--- config.mk ---
export PLATFORM = sky130hd
export DESIGN_NAME = inorm_sqrt
export DESIGN_NICKNAME = d
export VERILOG_FILES = /design/src/hdl/inorm_pkg.sv /design/src/hdl/inorm_sqrt.sv
export SDC_FILE = /design/constraint.sdc
export NUM_CORES = 1
export LEC_CHECK = 0
export BUFFER_PORTS_ARGS = -buffer_cell sky130_fd_sc_hd__buf_2
export CAP_MARGIN = 20
export CELL_PAD_IN_SITES_DETAIL_PLACEMENT = 1
export CELL_PAD_IN_SITES_GLOBAL_PLACEMENT = 2
export CORE_ASPECT_RATIO = 0.5
export CORE_MARGIN = 2
export CORE_UTILIZATION = 30
export CTS_BUF_LIST = sky130_fd_sc_hd__clkbuf_4 sky130_fd_sc_hd__clkbuf_8
export DETAILED_ROUTE_END_ITERATION = 6
export PLACE_DENSITY = 0.72
export SYNTH_ARGS = -nofsm -noshare
export SYNTH_HDL_FRONTEND = slang
export SYNTH_SLANG_ARGS = --single-unit
--- constraint.sdc ---
create_clock -name i_clk -period 4 [get_ports i_clk]
set_clock_uncertainty 0.05 [all_clocks]
set_input_delay 0.4 -clock i_clk [delete_from_list [all_inputs] [get_ports i_clk]]
set_output_delay 0.4 -clock i_clk [all_outputs]
set_load 0.005 [all_outputs]
--- src/hdl/inorm_pkg.sv ---
package inorm_pkg;

    localparam int SAMPLE_W = 16;
    localparam int COUNT_W  = 7;
    localparam int SUM_W    = 23;
    localparam int EPS_W    = 32;
    localparam logic [EPS_W-1:0] EPS_RESET = 32'd168;

    localparam int DIFF_W   = 24;   // x*n - sum
    localparam int ACC_W    = 51;   // sum of squared differences
    localparam int N3_W     = 19;   // n^3
    localparam int VAR_W    = 34;   // variance + epsilon fits here
    localparam int SQ_IN_W  = 58;
    localparam int ROOT_W   = 29;
    localparam int DEN_W    = 36;   // n * root
    localparam int NUM_W    = 40;   // scale * diff
    localparam int DIV_NW   = 52;
    localparam int DIV_DW   = 38;

    typedef logic signed [SAMPLE_W-1:0] t_sample;

endpackage

--- src/hdl/inorm_sqrt.sv ---
module inorm_sqrt (
    input  logic                            i_clk,
    input  logic                            i_rst_n,
    input  logic                            i_start,
    input  logic [inorm_pkg::SQ_IN_W-1:0]   i_val,
    output logic                            o_busy,
    output logic [inorm_pkg::ROOT_W-1:0]    o_root
);
    localparam int VW = inorm_pkg::SQ_IN_W;
    localparam int RW = inorm_pkg::ROOT_W;
    localparam int CW = $clog2(RW + 1);

    logic [CW-1:0]   r_cnt;
    logic [VW-1:0]   r_val;
    logic [RW+1:0]   r_rem;
    logic [RW-1:0]   r_root;
    logic [RW+3:0]   rem_sh;
    logic [RW+3:0]   trial;
    logic [RW+3:0]   diff;

    assign rem_sh = {r_rem, r_val[VW-1:VW-2]};
    assign trial  = {2'b00, r_root, 2'b01};
    assign diff   = rem_sh - trial;

    always_ff @(posedge i_clk) begin
        if (!i_rst_n) begin
            r_cnt <= '0;
        end else if (i_start) begin
            r_cnt <= CW'(RW);
        end else if (r_cnt != '0) begin
            r_cnt <= r_cnt - 1'b1;
        end
    end

    always_ff @(posedge i_clk) begin
        if (i_start) begin
            r_val  <= i_val;
            r_rem  <= '0;
            r_root <= '0;
        end else if (r_cnt != '0) begin
            r_val <= {r_val[VW-3:0], 2'b00};
            if (rem_sh >= trial) begin
                r_rem  <= diff[RW+1:0];
                r_root <= {r_root[RW-2:0], 1'b1};
            end else begin
                r_rem  <= rem_sh[RW+1:0];
                r_root <= {r_root[RW-2:0], 1'b0};
            end
        end
    end

    assign o_busy = (r_cnt != '0);
    assign o_root = r_root;
endmodule

==> reports/qor.yml <==
power:
  p_int_mw: 3.50
  pwr-share-comb_pct: 54.3
  power.leakage_nw: 3.25
  power_frac_clock_pct: 18.0
  seqPwrFrac_pct: 27.7
  p_sw_mw: 2.74
  peakVddDrop_uv: 235
  power_density_nw_per_um2: 749
  swShare_pct: 43.9
finish:
  postLayoutCellArea_sq_um: 8330
  nets: 902
  syn_to_final_growth_pct: 14.2
  nFillCells: 2761
  fin_util_pct: 34.8
  num_antenna_cells: 0
  fin_cells: 1137
  drive_above_1_share_pct: 30.8
route:
  drt-initial-drc-count: 212
  wl_met1_mm: 9.66
  vias: 5700
  wl_met2_mm: 8.97
  wl_met3_um: 633
  drt-vias-per-instance: 5.01
  drc_errors: 0
  dr.pass1.iters: 4
  wirelength_mm: 19.5
  ant_nets: 0
  dr.max_layer_used: "met4"
  wl_per_cell_um: 17.1
setup_path:
  path_class: "register to register"
  worst_ep_required_time_ps: 4290
  cp_max_fo: 22
  cp-start-kind: "register"
  worstPathArrival_ps: 3640
  critPathCaptureType: "register"
global_route:
  grt_pass1_vias: 5951
  grt_antenna_before_repair: 0
  grt_use_total_pct: 15.8
  grt_pass1_wl_mm: 31.9
  grt.overflow.total: 0
  grt_max_degree: 76
hold_path:
  hold_class: "primary input to register"
synth:
  synth_top_area_cell: "edfxtp_1"
  yosysMostFrequentCell: "nand2_1"
  netlist_top_cells_count: "nand2_1, dfxtp_1, a21oi_1, edfxtp_1, mux2_2"
  syn-num-nets: 826
  mappedNetlistArea_sq_um: 7290
  synth_warnings: 0
  synth_edf_count: 58
  synthArstFlopShare_pct: 0
  netlist.area_leader.share_pct: 23.9
  ys.flop_type: "dfxtp_1"
  postSynthCellCount: 733
  synth_area_leaders: "edfxtp_1, dfxtp_1, mux2_2"
  synth-seq-cells: 123
  synth_cell_types: 77
  avgSynthCellArea_sq_um: 9.95
  ys_seq_area_share_pct: 41.7
timing:
  setup_viol: 0
  period_share_pct: 83.8
  fin_tns_setup_ps: 0
  grt_setup_unrepaired: "no"
  slew_headroom_pct: 35.4
  fmax_mhz: 298
  tightest_slew_ps: 969
  hold_viol_final: 0
  worst_hold_slack_ps: 167
  slew_viol_final: 0
  min_period_ps: 3350
die:
  rows: 40
  start_util_pct: 30.5
  dieArea_sq_um: 25600
  fp.dieH_um: 114
  die_x_um: 224
  ios: 91
  core_sq_um: 23900
clocking:
  clock_tree.root_cell: "clkbuf_8"
  hold_buffers: 0
  clockBufferDepth: 2
  cts.reportedPaths.clkPinSlew_ps: 90
  post-cts-setup-buffer-count: 0
  cts_sinks: 123
  cts_buffers: 17
  cts_tree: "yes"
  clock_latency_ps: 460
  cts_resized: 0
  htreeDepth: 4
placement:
  place_congestion: 0.758
  numPortBuffers: 90
  hpwl_mm: 14.0
  place_area_sq_um: 7940
  dp_cells: 1105
run:
  maxCapViolCount: 0
status:
  status: "complete, no violations"
power by group through the flow:
stage	Combinational [mW]	Sequential (mW)	Clock (mW)
after floorplan	2.79	1.70	0
after global placement	3.33	1.75	0
after detailed placement	3.39	1.76	0
after CTS	3.41	1.73	1.16
after global routing	3.75	1.76	1.21
final	3.39	1.73	1.12
per-layer routing:
layer	track usage [%]	vias to the layer above
li1	-	2818
met1	21.0	2810
met4	4.50	0
met5	0	-
met3	4.11	16
met2	25.6	56
cells by family (layout without fill, tap and decap cells):
| logic type | Yosys count | after routing | share of synthesized area, % |
|---|---|---|---|
| mux | 59 | 59 | 9.08 |
| simple gates | 244 | 244 | 18.4 |
| buf+inv | 88 | 177 | 6.37 |
| flops | 123 | 123 | 41.7 |
| fa+ha+maj | 32 | 32 | 5.49 |
| xor+xnor | 22 | 22 | 2.64 |
| compound gates | 165 | 165 | 16.2 |
cell usage in the layout, fill, tap and decap left out, types with 4 or more instances in the layout:
cell type	instances
buf_2	89
nand2_1	83
dfxtp_1	65
a21oi_1	61
edfxtp_1	58
mux2_2	57
nor2_1	46
inv_1	40
ha_1	32
nor3_1	30
o21ai_0	20
clkbuf_8	17
nor3_2	16
nor4_2	15
buf_4	15
a21o_1	12
xnor2_1	12
nand3_1	11
xor2_1	10
a31oi_1	6
inv_6	6
o21bai_1	5
nand4_1	5
o211ai_1	5
a21boi_0	5
nor4_1	4
a311oi_2	4
o31ai_1	4
registers in the layout (all words and copies together), names as in the netlist:
register  flops
r_rem        31
r_cnt         5
o_root       29
r_val        58
path summary, 6_finish.rpt:
check | from | slack [ps] | to | depth (start not counted)
hold / removal | i_rst_n | 170 | r_cnt[2]$_SDFFE_PN0P_ | 2
setup / recovery | o_root[21]$_SDFFE_PP0P_ | 650 | r_rem[1]$_SDFFE_PP0P_ | 11
hold reg to reg | o_root[28]$_SDFFE_PP0P_ | 430 | o_root[28]$_SDFFE_PP0P_ | 2
setup reg to reg | o_root[21]$_SDFFE_PP0P_ | 650 | r_rem[1]$_SDFFE_PP0P_ | 11
area by class of cell:
type	count	area [sq um]	area share, %
inverters	41	154	1.85
clock buffers	17	234	2.81
well taps	315	394	4.73
repair buffers	104	558	6.70
multi-input cells	522	3790	45.6
flip-flops and latches	123	3040	36.5
clock inverters	15	151	1.82
stage by stage:
step                setup WS [ps]  total power, mW
detailed placement            702             5.15
global placement              806             5.08
CTS                           665             6.31
floorplan                     916             4.49
global route                  471             6.72
finish                        649             6.24
worst max-delay path, stage by stage, from the launching register on:
cell       delay (ps)
dfxtp_1           380
inv_1              60
ha_1              420
and4_4            270
nor2b_4           140
a41o_1            230
a21o_1            180
a2111oi_4         440
o21a_1            210
buf_4             370
nor4_1            100
a311o_1           360
Note: power is estimated with default switching activity, not from simulation.
