**src/hdl/inorm_div.sv**
```systemverilog
module inorm_div #(
    parameter int NW = 52,
    parameter int DW = 38
) (
    input  logic          i_clk,
    input  logic          i_rst_n,
    input  logic          i_start,
    input  logic [NW-1:0] i_num,
    input  logic [DW-1:0] i_den,
    output logic          o_busy,
    output logic [NW-1:0] o_quot
);
    localparam int CW = $clog2(NW + 1);

    logic [CW-1:0] r_cnt;
    logic [NW-1:0] r_q;
    logic [DW-1:0] r_rem;
    logic [DW-1:0] r_den;
    logic [DW:0]   rem_sh;
    logic [DW:0]   diff;

    assign rem_sh = {r_rem, r_q[NW-1]};
    assign diff   = rem_sh - {1'b0, r_den};

    always_ff @(posedge i_clk) begin
        if (!i_rst_n) begin
            r_cnt <= '0;
        end else if (i_start) begin
            r_cnt <= CW'(NW);
        end else if (r_cnt != '0) begin
            r_cnt <= r_cnt - 1'b1;
        end
    end

    always_ff @(posedge i_clk) begin
        if (i_start) begin
            r_q   <= i_num;
            r_rem <= '0;
            r_den <= i_den;
        end else if (r_cnt != '0) begin
            if (!diff[DW]) begin
                r_rem <= diff[DW-1:0];
                r_q   <= {r_q[NW-2:0], 1'b1};
            end else begin
                r_rem <= rem_sh[DW-1:0];
                r_q   <= {r_q[NW-2:0], 1'b0};
            end
        end
    end

    assign o_busy = (r_cnt != '0);
    assign o_quot = r_q;
endmodule

```
**config.mk**
```make
export PLATFORM = sky130hd
export DESIGN_NAME = inorm_div
export DESIGN_NICKNAME = d
export VERILOG_FILES = /design/src/hdl/inorm_div.sv
export SDC_FILE = /design/constraint.sdc
export NUM_CORES = 1
export LEC_CHECK = 0
export BUFFER_PORTS_ARGS = -buffer_cell sky130_fd_sc_hd__clkbuf_2
export CAP_MARGIN = 20
export CORE_MARGIN = 2
export CORE_UTILIZATION = 35
export CTS_BUF_LIST = sky130_fd_sc_hd__clkbuf_4 sky130_fd_sc_hd__clkbuf_8 sky130_fd_sc_hd__clkbuf_16
export DETAILED_ROUTE_END_ITERATION = 10
export GPL_ROUTABILITY_DRIVEN = 0
export PLACE_DENSITY = 0.6
export SLEW_MARGIN = 20
export SYNTH_ARGS = -nofsm -noshare
export SYNTH_HDL_FRONTEND = slang
export SYNTH_SLANG_ARGS = --single-unit
```
**constraint.sdc**
```tcl
create_clock -name i_clk -period 2.8 [get_ports i_clk]
set_clock_uncertainty 0.05 [all_clocks]
set_input_delay 0.56 -clock i_clk [delete_from_list [all_inputs] [get_ports i_clk]]
set_output_delay 0.56 -clock i_clk [all_outputs]
set_load 0.005 [all_outputs]
```
==> results.txt, run 1 <==
----------------------------------------------------
[Floorplanning]
  Placeable core region ... approximately 21000 sq um
  Effective utilization at floorplan ... 0.3593
  Vertical die dimension ... 151.6 um
  I/O pins ... about 150
  Width of the die ... ~150 um
  Die area ... approximately 23000 sq um
  Standard-cell row count ... 53

[Finish]
  Final core occ ... 0.5265
  Proportion of layout cells with a drive suffix above 1 ... 0.4766
  Count of non-filler cells in the finished layout ... 1366
  Count of fill cells added during filler insertion ... approximately 1900
  Diodes inserted ... 0
  Layout Area Growth over Synthesis ... 46.55%
  Sequential cell area ... 3583 sq um
  Net count of the finished layout ... 1211
  Area of the multi-input gates ... 4134 sq um

[STA]
  Setup repair after global routing missed its margin ... yes
  Final setup violating endpoints ... 38
  Normalized max-slew margin ... 0.5577
  Final-layout worst hold slack ... about 250 ps
  Fraction of the cycle the final worst path needs ... 1.113
  Minimum clock period after layout ... 3115 ps
  Max Transition Viols Final ... 0
  PnR worst setup slack ... -315.2 ps
  Slew of the pin with the lowest slew margin ... around 660 ps
  Highest clock rate ... around 320 MHz
  Total negative slack for setup checks ... -8343 ps
  Final hold violation count ... 0

[Outcome]
  Violations in the final reports ... setup timing
  Run status ... finished, violations left

[Synthesis]
  Avg Cell Area, Syn ... 10.04 sq um
  Async S/R FF share, synth ... 0
  Most used standard cell by instance count after synthesis ... edfxtp_1
  Cell taking the most area after synthesis ... edfxtp_1
  Distinct cells, synth ... 64
  Sequential element share of the synthesized area ... 0.4700
  Gate Count Post-Synth ... approximately 760
  Total number of yosys warnings ... 0
  Top cells by area in the synthesized netlist ... edfxtp_1 (35%), dfxtp_1 (12%), mux2_2 (7.5%)
  Cell area after synthesis ... 7624 sq um
  Number of synthesized flops with an enable pin ... 90
  Mapped Nets ... 892
  Flip-flop and latch count after synthesis ... approximately 130
  Ys flop type ... edfxtp_1
  Top cell types by occurrence after synthesis ... edfxtp_1 (90), nand2_1 (87), inv_1 (55), nor2_1 (53)
  Fraction of post-synthesis cell area in the top cell type by area ... 0.3545

[Route]
  Final wirelength ... approximately 22000 um
  DRC errors left ... 0
  Antenna Violating Nets Remaining ... 0
  Detailed-route via count ... about 6900
  Routed vias/inst ... 5.033
  Starting DRC count in detailed routing ... between 300 and 400
  Average wire per standard cell ... approximately 16 um
  TritonRoute pass-1 iters ... 4

[Clocking]
  Clock sink total ... around 130
  Number of buffers created by CTS ... 17
  Number of H-tree levels ... 4
  Max clock buf depth ... 2
  Cell at the root of the clock tree ... clkbuf_16
  Clk Latency, worst-skew pair ... around 430 ps
  TritonCTS clock tree ... done
  Clock transition time at the flip-flop clock pins of the worst setup and hold paths ... about 70 ps

[Setup path]
  CP Launch Type ... register
  CP arrival ... 3410 ps
  Maximum fanout along the worst path ... 7
  Path depth of the worst reg2reg path ... 14
  Critical Path End Type ... register
  Type of the worst setup path ... register to register
  Req. time, crit path ... between 3000 and 4000 ps

[Global route]
  Fraction of met2 tracks used by global routing ... 0.3199
  Global-route usage over all layers ... 0.1909
  Largest net degree at the start of global routing ... 78
  Overflow after GRT ... 0
  First-pass GRT wire length ... around 34000 um
  Number of global-route vias before repair ... 7035
  Global Route met3 Usage ... 0.05599
  Met1 Resource Use GR ... 0.2377
  Number of antenna violations at the first check in global routing ... 0
  Busiest metal layer after global routing ... met2

[Pwr]
  Maximum resistive drop on vdd ... 0.4917 mV
  Power per cell area ... about 1100 nW/um^2
  Static power due to leakage ... 0.005024 uW
  PnR Total Power ... about 12000 uW

[Placed design]
  Placed cell count ... about 1300
  Number of port buffers ... ~150
  Post-detailed-placement half-perimeter wirelength ... about 15000 um

[Worst hold path]
  Class of the most critical hold timing path ... input port to register
  Hold depth ... 1

[Job]
  Max-cap violations ... 0

----------------------------------------------------
## per-stage QoR
stage / cell area, sq um / worst slack (ps)
floorplan: 7667 / -79.65
global placement: 9866 / -492.4
detailed placement: 9866 / -496.1
CTS: 10810 / -221.0
global route: 11170 / -475.9
finish: 11170 / -315.2
## report_power, final
group	internal, uW	switching, uW
combinational	3510	3260
sequential	2590	280
clock	1190	1030
total	7290	4570
## final timing paths
check / start / end / slack (ps)
setup / recovery: r_den[22] / r_rem[34] / -320
hold / removal: i_den[2] / r_den[2] / 250
hold reg to reg: r_cnt[1] / r_cnt[1] / 460
setup reg to reg: r_den[22] / r_rem[34] / -320
## layer usage
| layer | share of wire | vias to the layer above | routed length (um) |
|---|---|---|---|
| li1 | - | 3434 | - |
| met1 | 0.43 | 3225 | 9441 |
| met2 | 0.49 | 189 | 10600 |
| met3 | 0.063 | 27 | 1365 |
| met4 | 0.014 | 0 | 314 |
| met5 | 0 | - | 0 |
## worst max-delay path, stage by stage, from the launching register on
cell      delay, ps
edfxtp_1        330
inv_1            60
ha_1            310
nand4_2         190
nor3_2          190
a22oi_2         100
or4_4           440
buf_6           140
nor3_4          280
buf_4           180
or3_4           220
buf_6           120
buf_6           120
nand2_1          80
a311oi_2        230
## flip-flops by register name (all words and copies together) (netlist names)
name and count:
o_quot 52, r_den 38, r_rem 38, r_cnt 6
## layout by cell type (no fill, tap or decap), types with 18 or more instances in the layout
cell / count
a21oi_1: 38
ha_1: 31
a311oi_1: 20
nand2_1: 77
a21o_1: 19
nor2_1: 51
xnor2_1: 18
clkbuf_16: 18
dfxtp_1: 44
buf_4: 183
mux2_2: 51
inv_1: 48
clkbuf_2: 144
edfxtp_1: 90
## final cells by class
class | instances | share of cell area
inverters | 55 | 0.01848
clock buffers | 17 | 0.03808
multi-input cells | 525 | 0.3700
clock inverters | 15 | 0.01322
flip-flops and latches | 134 | 0.3208
well taps | 275 | 0.03080
repair buffers | 345 | 0.2086
## what timing repair did
action / 4_1_cts / 5_1_grt
buffers inserted: 8 / 14
resized for setup: 60 / 63
hold buffers: 0 / 0
endpoints found under the setup margin: 39 / 39
hold endpoints to repair: 0 / 0
pin swaps: 35 / 33
gates cloned: 2 / 1
## cells by family after synthesis
family / count (synthesis) / share of synthesized area
adders and majority gates: 40 / 0.06663
AOI/OAI and AO/OA: 193 / 0.1728
buffers and inverters: 101 / 0.05186
DFF: 134 / 0.4700
muxes: 54 / 0.07993
xor gates and xnor gates: 30 / 0.03447
and+or+nand+nor: 207 / 0.1242
No activity file was read; power rests on OpenSTA's default activity.
==> inputs of run 2 (changes only) <==
--- a/config.mk
+++ b/config.mk
@@ -7,12 +7,14 @@
 export LEC_CHECK = 0
 export BUFFER_PORTS_ARGS = -buffer_cell sky130_fd_sc_hd__clkbuf_2
 export CAP_MARGIN = 20
+export CELL_PAD_IN_SITES_DETAIL_PLACEMENT = 1
+export CELL_PAD_IN_SITES_GLOBAL_PLACEMENT = 1
 export CORE_MARGIN = 2
 export CORE_UTILIZATION = 35
 export CTS_BUF_LIST = sky130_fd_sc_hd__clkbuf_4 sky130_fd_sc_hd__clkbuf_8 sky130_fd_sc_hd__clkbuf_16
 export DETAILED_ROUTE_END_ITERATION = 10
 export GPL_ROUTABILITY_DRIVEN = 0
-export PLACE_DENSITY = 0.6
+export PLACE_DENSITY = 0.71
 export SLEW_MARGIN = 20
 export SYNTH_ARGS = -nofsm -noshare
 export SYNTH_HDL_FRONTEND = slang
==> constraint.sdc (replaced) <==
create_clock -name i_clk -period 2.9 [get_ports i_clk]
set_clock_uncertainty 0.05 [all_clocks]
set_input_delay 0.58 -clock i_clk [delete_from_list [all_inputs] [get_ports i_clk]]
set_output_delay 0.58 -clock i_clk [all_outputs]
set_load 0.005 [all_outputs]
==> run 2 against run 1 <==
Against the previous run:
- the run still ends with setup timing left
- combinational power decreased by 7.1%
- power decreased by 5.5%
- first-iteration DRC count decreased by 1.6%
- cell count decreased by 3.6%
- via count increased by 0.31%
- largest cell class unchanged
==> results.txt, run 2 (synthesized netlist as in run 1, its figures left out) <==
----------------------------------------------------
[Setup path]
  Critical Path End Type ... register
  Count of buffer and inverter cells on the critical path ... 3 (-2)
  Req. time, crit path ... 3130 ps (+40 ps)
  CP Launch Type ... register
  Worst R2R Start ... r_den[15]
  Maximum single-stage delay on the critical path ... 450 ps (about the same)
  Most used cell along the critical path ... buf_6
  Maximum fanout along the worst path ... 6 (-1)
  Top cell family by delay on the critical path ... compound AO/OA/AOI/OAI gates
  Cell type of the slowest stage on the worst timing path ... or4_4
  Launch point of the worst path ... r_den[15]
  CP arrival ... 3390 ps (-20 ps)
  Critical Path End ... r_rem[21]
  R2r setup slk ... -260 ps (+50 ps)
  Count of cell instances traversed by the critical path ... 13 (-1)
  Path depth of the worst reg2reg path ... 13 (-1)
  Type of the worst setup path ... register to register
  Sequence of cells on the critical path ... inv_2 > ha_4 > a21oi_4 > o211ai_1 > a22oi_2 > or4_4 > o2111a_1 > buf_6 > nor3_4 > buf_6 > nor2_2 > a221oi_1 > a211oi_1
  Worst reg2reg endpoint ... r_rem[21]

[Placed design]
  Post-Place Cell Area ... 9578 sq um (-2.9%)
  Minimum setup slack after placement ... -411.0 ps (+85.06 ps)
  Post-detailed-placement half-perimeter wirelength ... 17000 um (+10%)
  Number of port buffers ... 145 (unchanged)
  Placed cell count ... 1270 (-3.1%)

[Finish]
  Diodes inserted ... 0 (unchanged)
  Count of non-filler cells in the finished layout ... 1317 (-3.6%)
  Layout Area Growth over Synthesis ... 42.11%
  Leading cell type in the layout, fill and taps excluded ... clkbuf_2
  Highest-count cells in the layout ignoring fill and taps ... clkbuf_2 (144), buf_4 (141), edfxtp_1 (90)
  Final core occ ... 0.5106 (-0.01592)
  Summed area of non-filler cells in the final layout ... 10830 sq um (-3.0%)
  Net count of the finished layout ... 1162 (-4.0%)
  Largest register FFs ... 52 (unchanged)
  Proportion of layout cells with a drive suffix above 1 ... 0.4530 (-0.02365)

[STA]
  Slew of the pin with the lowest slew margin ... 654.6 ps (-8.882 ps)
  Final hold violation count ... 0 (unchanged)
  Final setup violating endpoints ... 37 (-2.6%)
  Minimum clock period after layout ... 3163 ps (+47.32 ps)
  Setup repair after global routing missed its margin ... yes
  Fraction of the cycle the final worst path needs ... 1.091 (-0.02205)
  Normalized max-slew margin ... 0.5636 (+0.005921)
  Highest clock rate ... 316.2 MHz (-1.5%)
  PnR worst setup slack ... -262.5 ps (+52.68 ps)
  Max Transition Viols Final ... 0 (unchanged)

[Floorplanning]
  Standard-cell row count ... 53 (unchanged)
  I/O pins ... 146 (unchanged)
  Width of the die ... 151.6 um (unchanged)
  Effective utilization at floorplan ... 0.3593 (unchanged)
  Vertical die dimension ... 151.6 um (unchanged)
  Die area ... 22980 sq um (unchanged)
  Placeable core region ... 21220 sq um (unchanged)

[Clocking]
  Clock sink total ... 134 (unchanged)
  Clock transition time at the flip-flop clock pins of the worst setup and hold paths ... 70 ps (about the same)
  Hold buffers post-CTS ... 0 (unchanged)
  Clk Latency, worst-skew pair ... 430 ps (about the same)
  TritonCTS clock tree ... done
  Number of H-tree levels ... 4 (unchanged)
  Number of buffers created by CTS ... 17 (unchanged)
  Cell at the root of the clock tree ... clkbuf_16
  Max clock buf depth ... 2 (unchanged)

[Route]
  TritonRoute pass-1 iters ... 4 (unchanged)
  DRC errors left ... 0 (unchanged)
  Antenna Violating Nets Remaining ... 0 (unchanged)
  Routed vias/inst ... 5.236 (+4.0%)
  Final wirelength ... 23910 um (+10%)
  Starting DRC count in detailed routing ... 306 (-1.6%)
  Average wire per standard cell ... 18.16 um (+14%)
  Detailed-route via count ... 6896 (+0.31%)

[Outcome]
  Run status ... finished, violations left
  Violations in the final reports ... setup timing

[Job]
  Max-cap violations ... 0 (unchanged)

[Pwr]
  Power per cell area ... 1034 nW/um^2 (-2.6%)
  PnR Total Power ... 11200 uW (-5.5%)
  Maximum resistive drop on vdd ... 0.5231 mV (+6.4%)
  Static power due to leakage ... 0.004809 uW (-4.3%)

[Global route]
  First-pass GRT wire length ... 37490 um (+8.9%)
  Overflow after GRT ... 0 (unchanged)
  Global-route usage over all layers ... 0.2099 (+0.01901)
  Number of global-route vias before repair ... 7250 (+3.1%)
  Largest net degree at the start of global routing ... 108 (+38%)
  Number of antenna violations at the first check in global routing ... 0 (unchanged)

[Worst hold path]
  Class of the most critical hold timing path ... input port to register

----------------------------------------------------
[run 2: metal layers]
metal | GRT usage | up-vias | part of all wire
li1 | - | 3336 | -
met1 | 0.2676 | 3353 | 0.44
met2 | 0.3516 | 175 | 0.48
met3 | 0.05479 | 32 | 0.062
met4 | 0.06065 | 0 | 0.018
met5 | 0 | - | 0
[run 2: metrics by stage]
stage	hold WS, ps	TNS [ps]
global route	263.4	-9727
finish	272.1	-4836
floorplan	399.5	0
global placement	441.7	-5665
CTS	249.5	-1399
detailed placement	451.5	-8982
[run 2: worst min path at each step]
stage                    from   endpoint  slack [ps]  depth (start not counted)
global placement    r_rem[13]  r_rem[14]         440                          2
global route        i_den[32]  r_den[32]         260                          1
CTS                 i_den[32]  r_den[32]         250                          1
finish              i_den[32]  r_den[32]         270                          1
detailed placement   r_rem[4]   r_rem[5]         450                          2
floorplan           r_rem[19]  r_rem[19]         400                          2
[run 2: cell type report]
class                   count  area (sq um)
repair buffers            297          1971
well taps                 275         344.1
clock inverters            15         133.9
multi-input cells         524          4170
clock buffers              17         425.4
flip-flops and latches    134          3583
inverters                  55         206.4
fillers                  2422         10390
[run 2: repair_timing]
action,CTS,global route
pin swaps,14,45
cloned,0,1
setup endpoints to repair,39,39
resized for setup,51,67
setup buffers,7,7
[run 2: power by group]
group	switching (uW)	internal, uW
Sequential	307	2500
Combinational	3170	3120
Clock	974	1130
Total	4450	6750
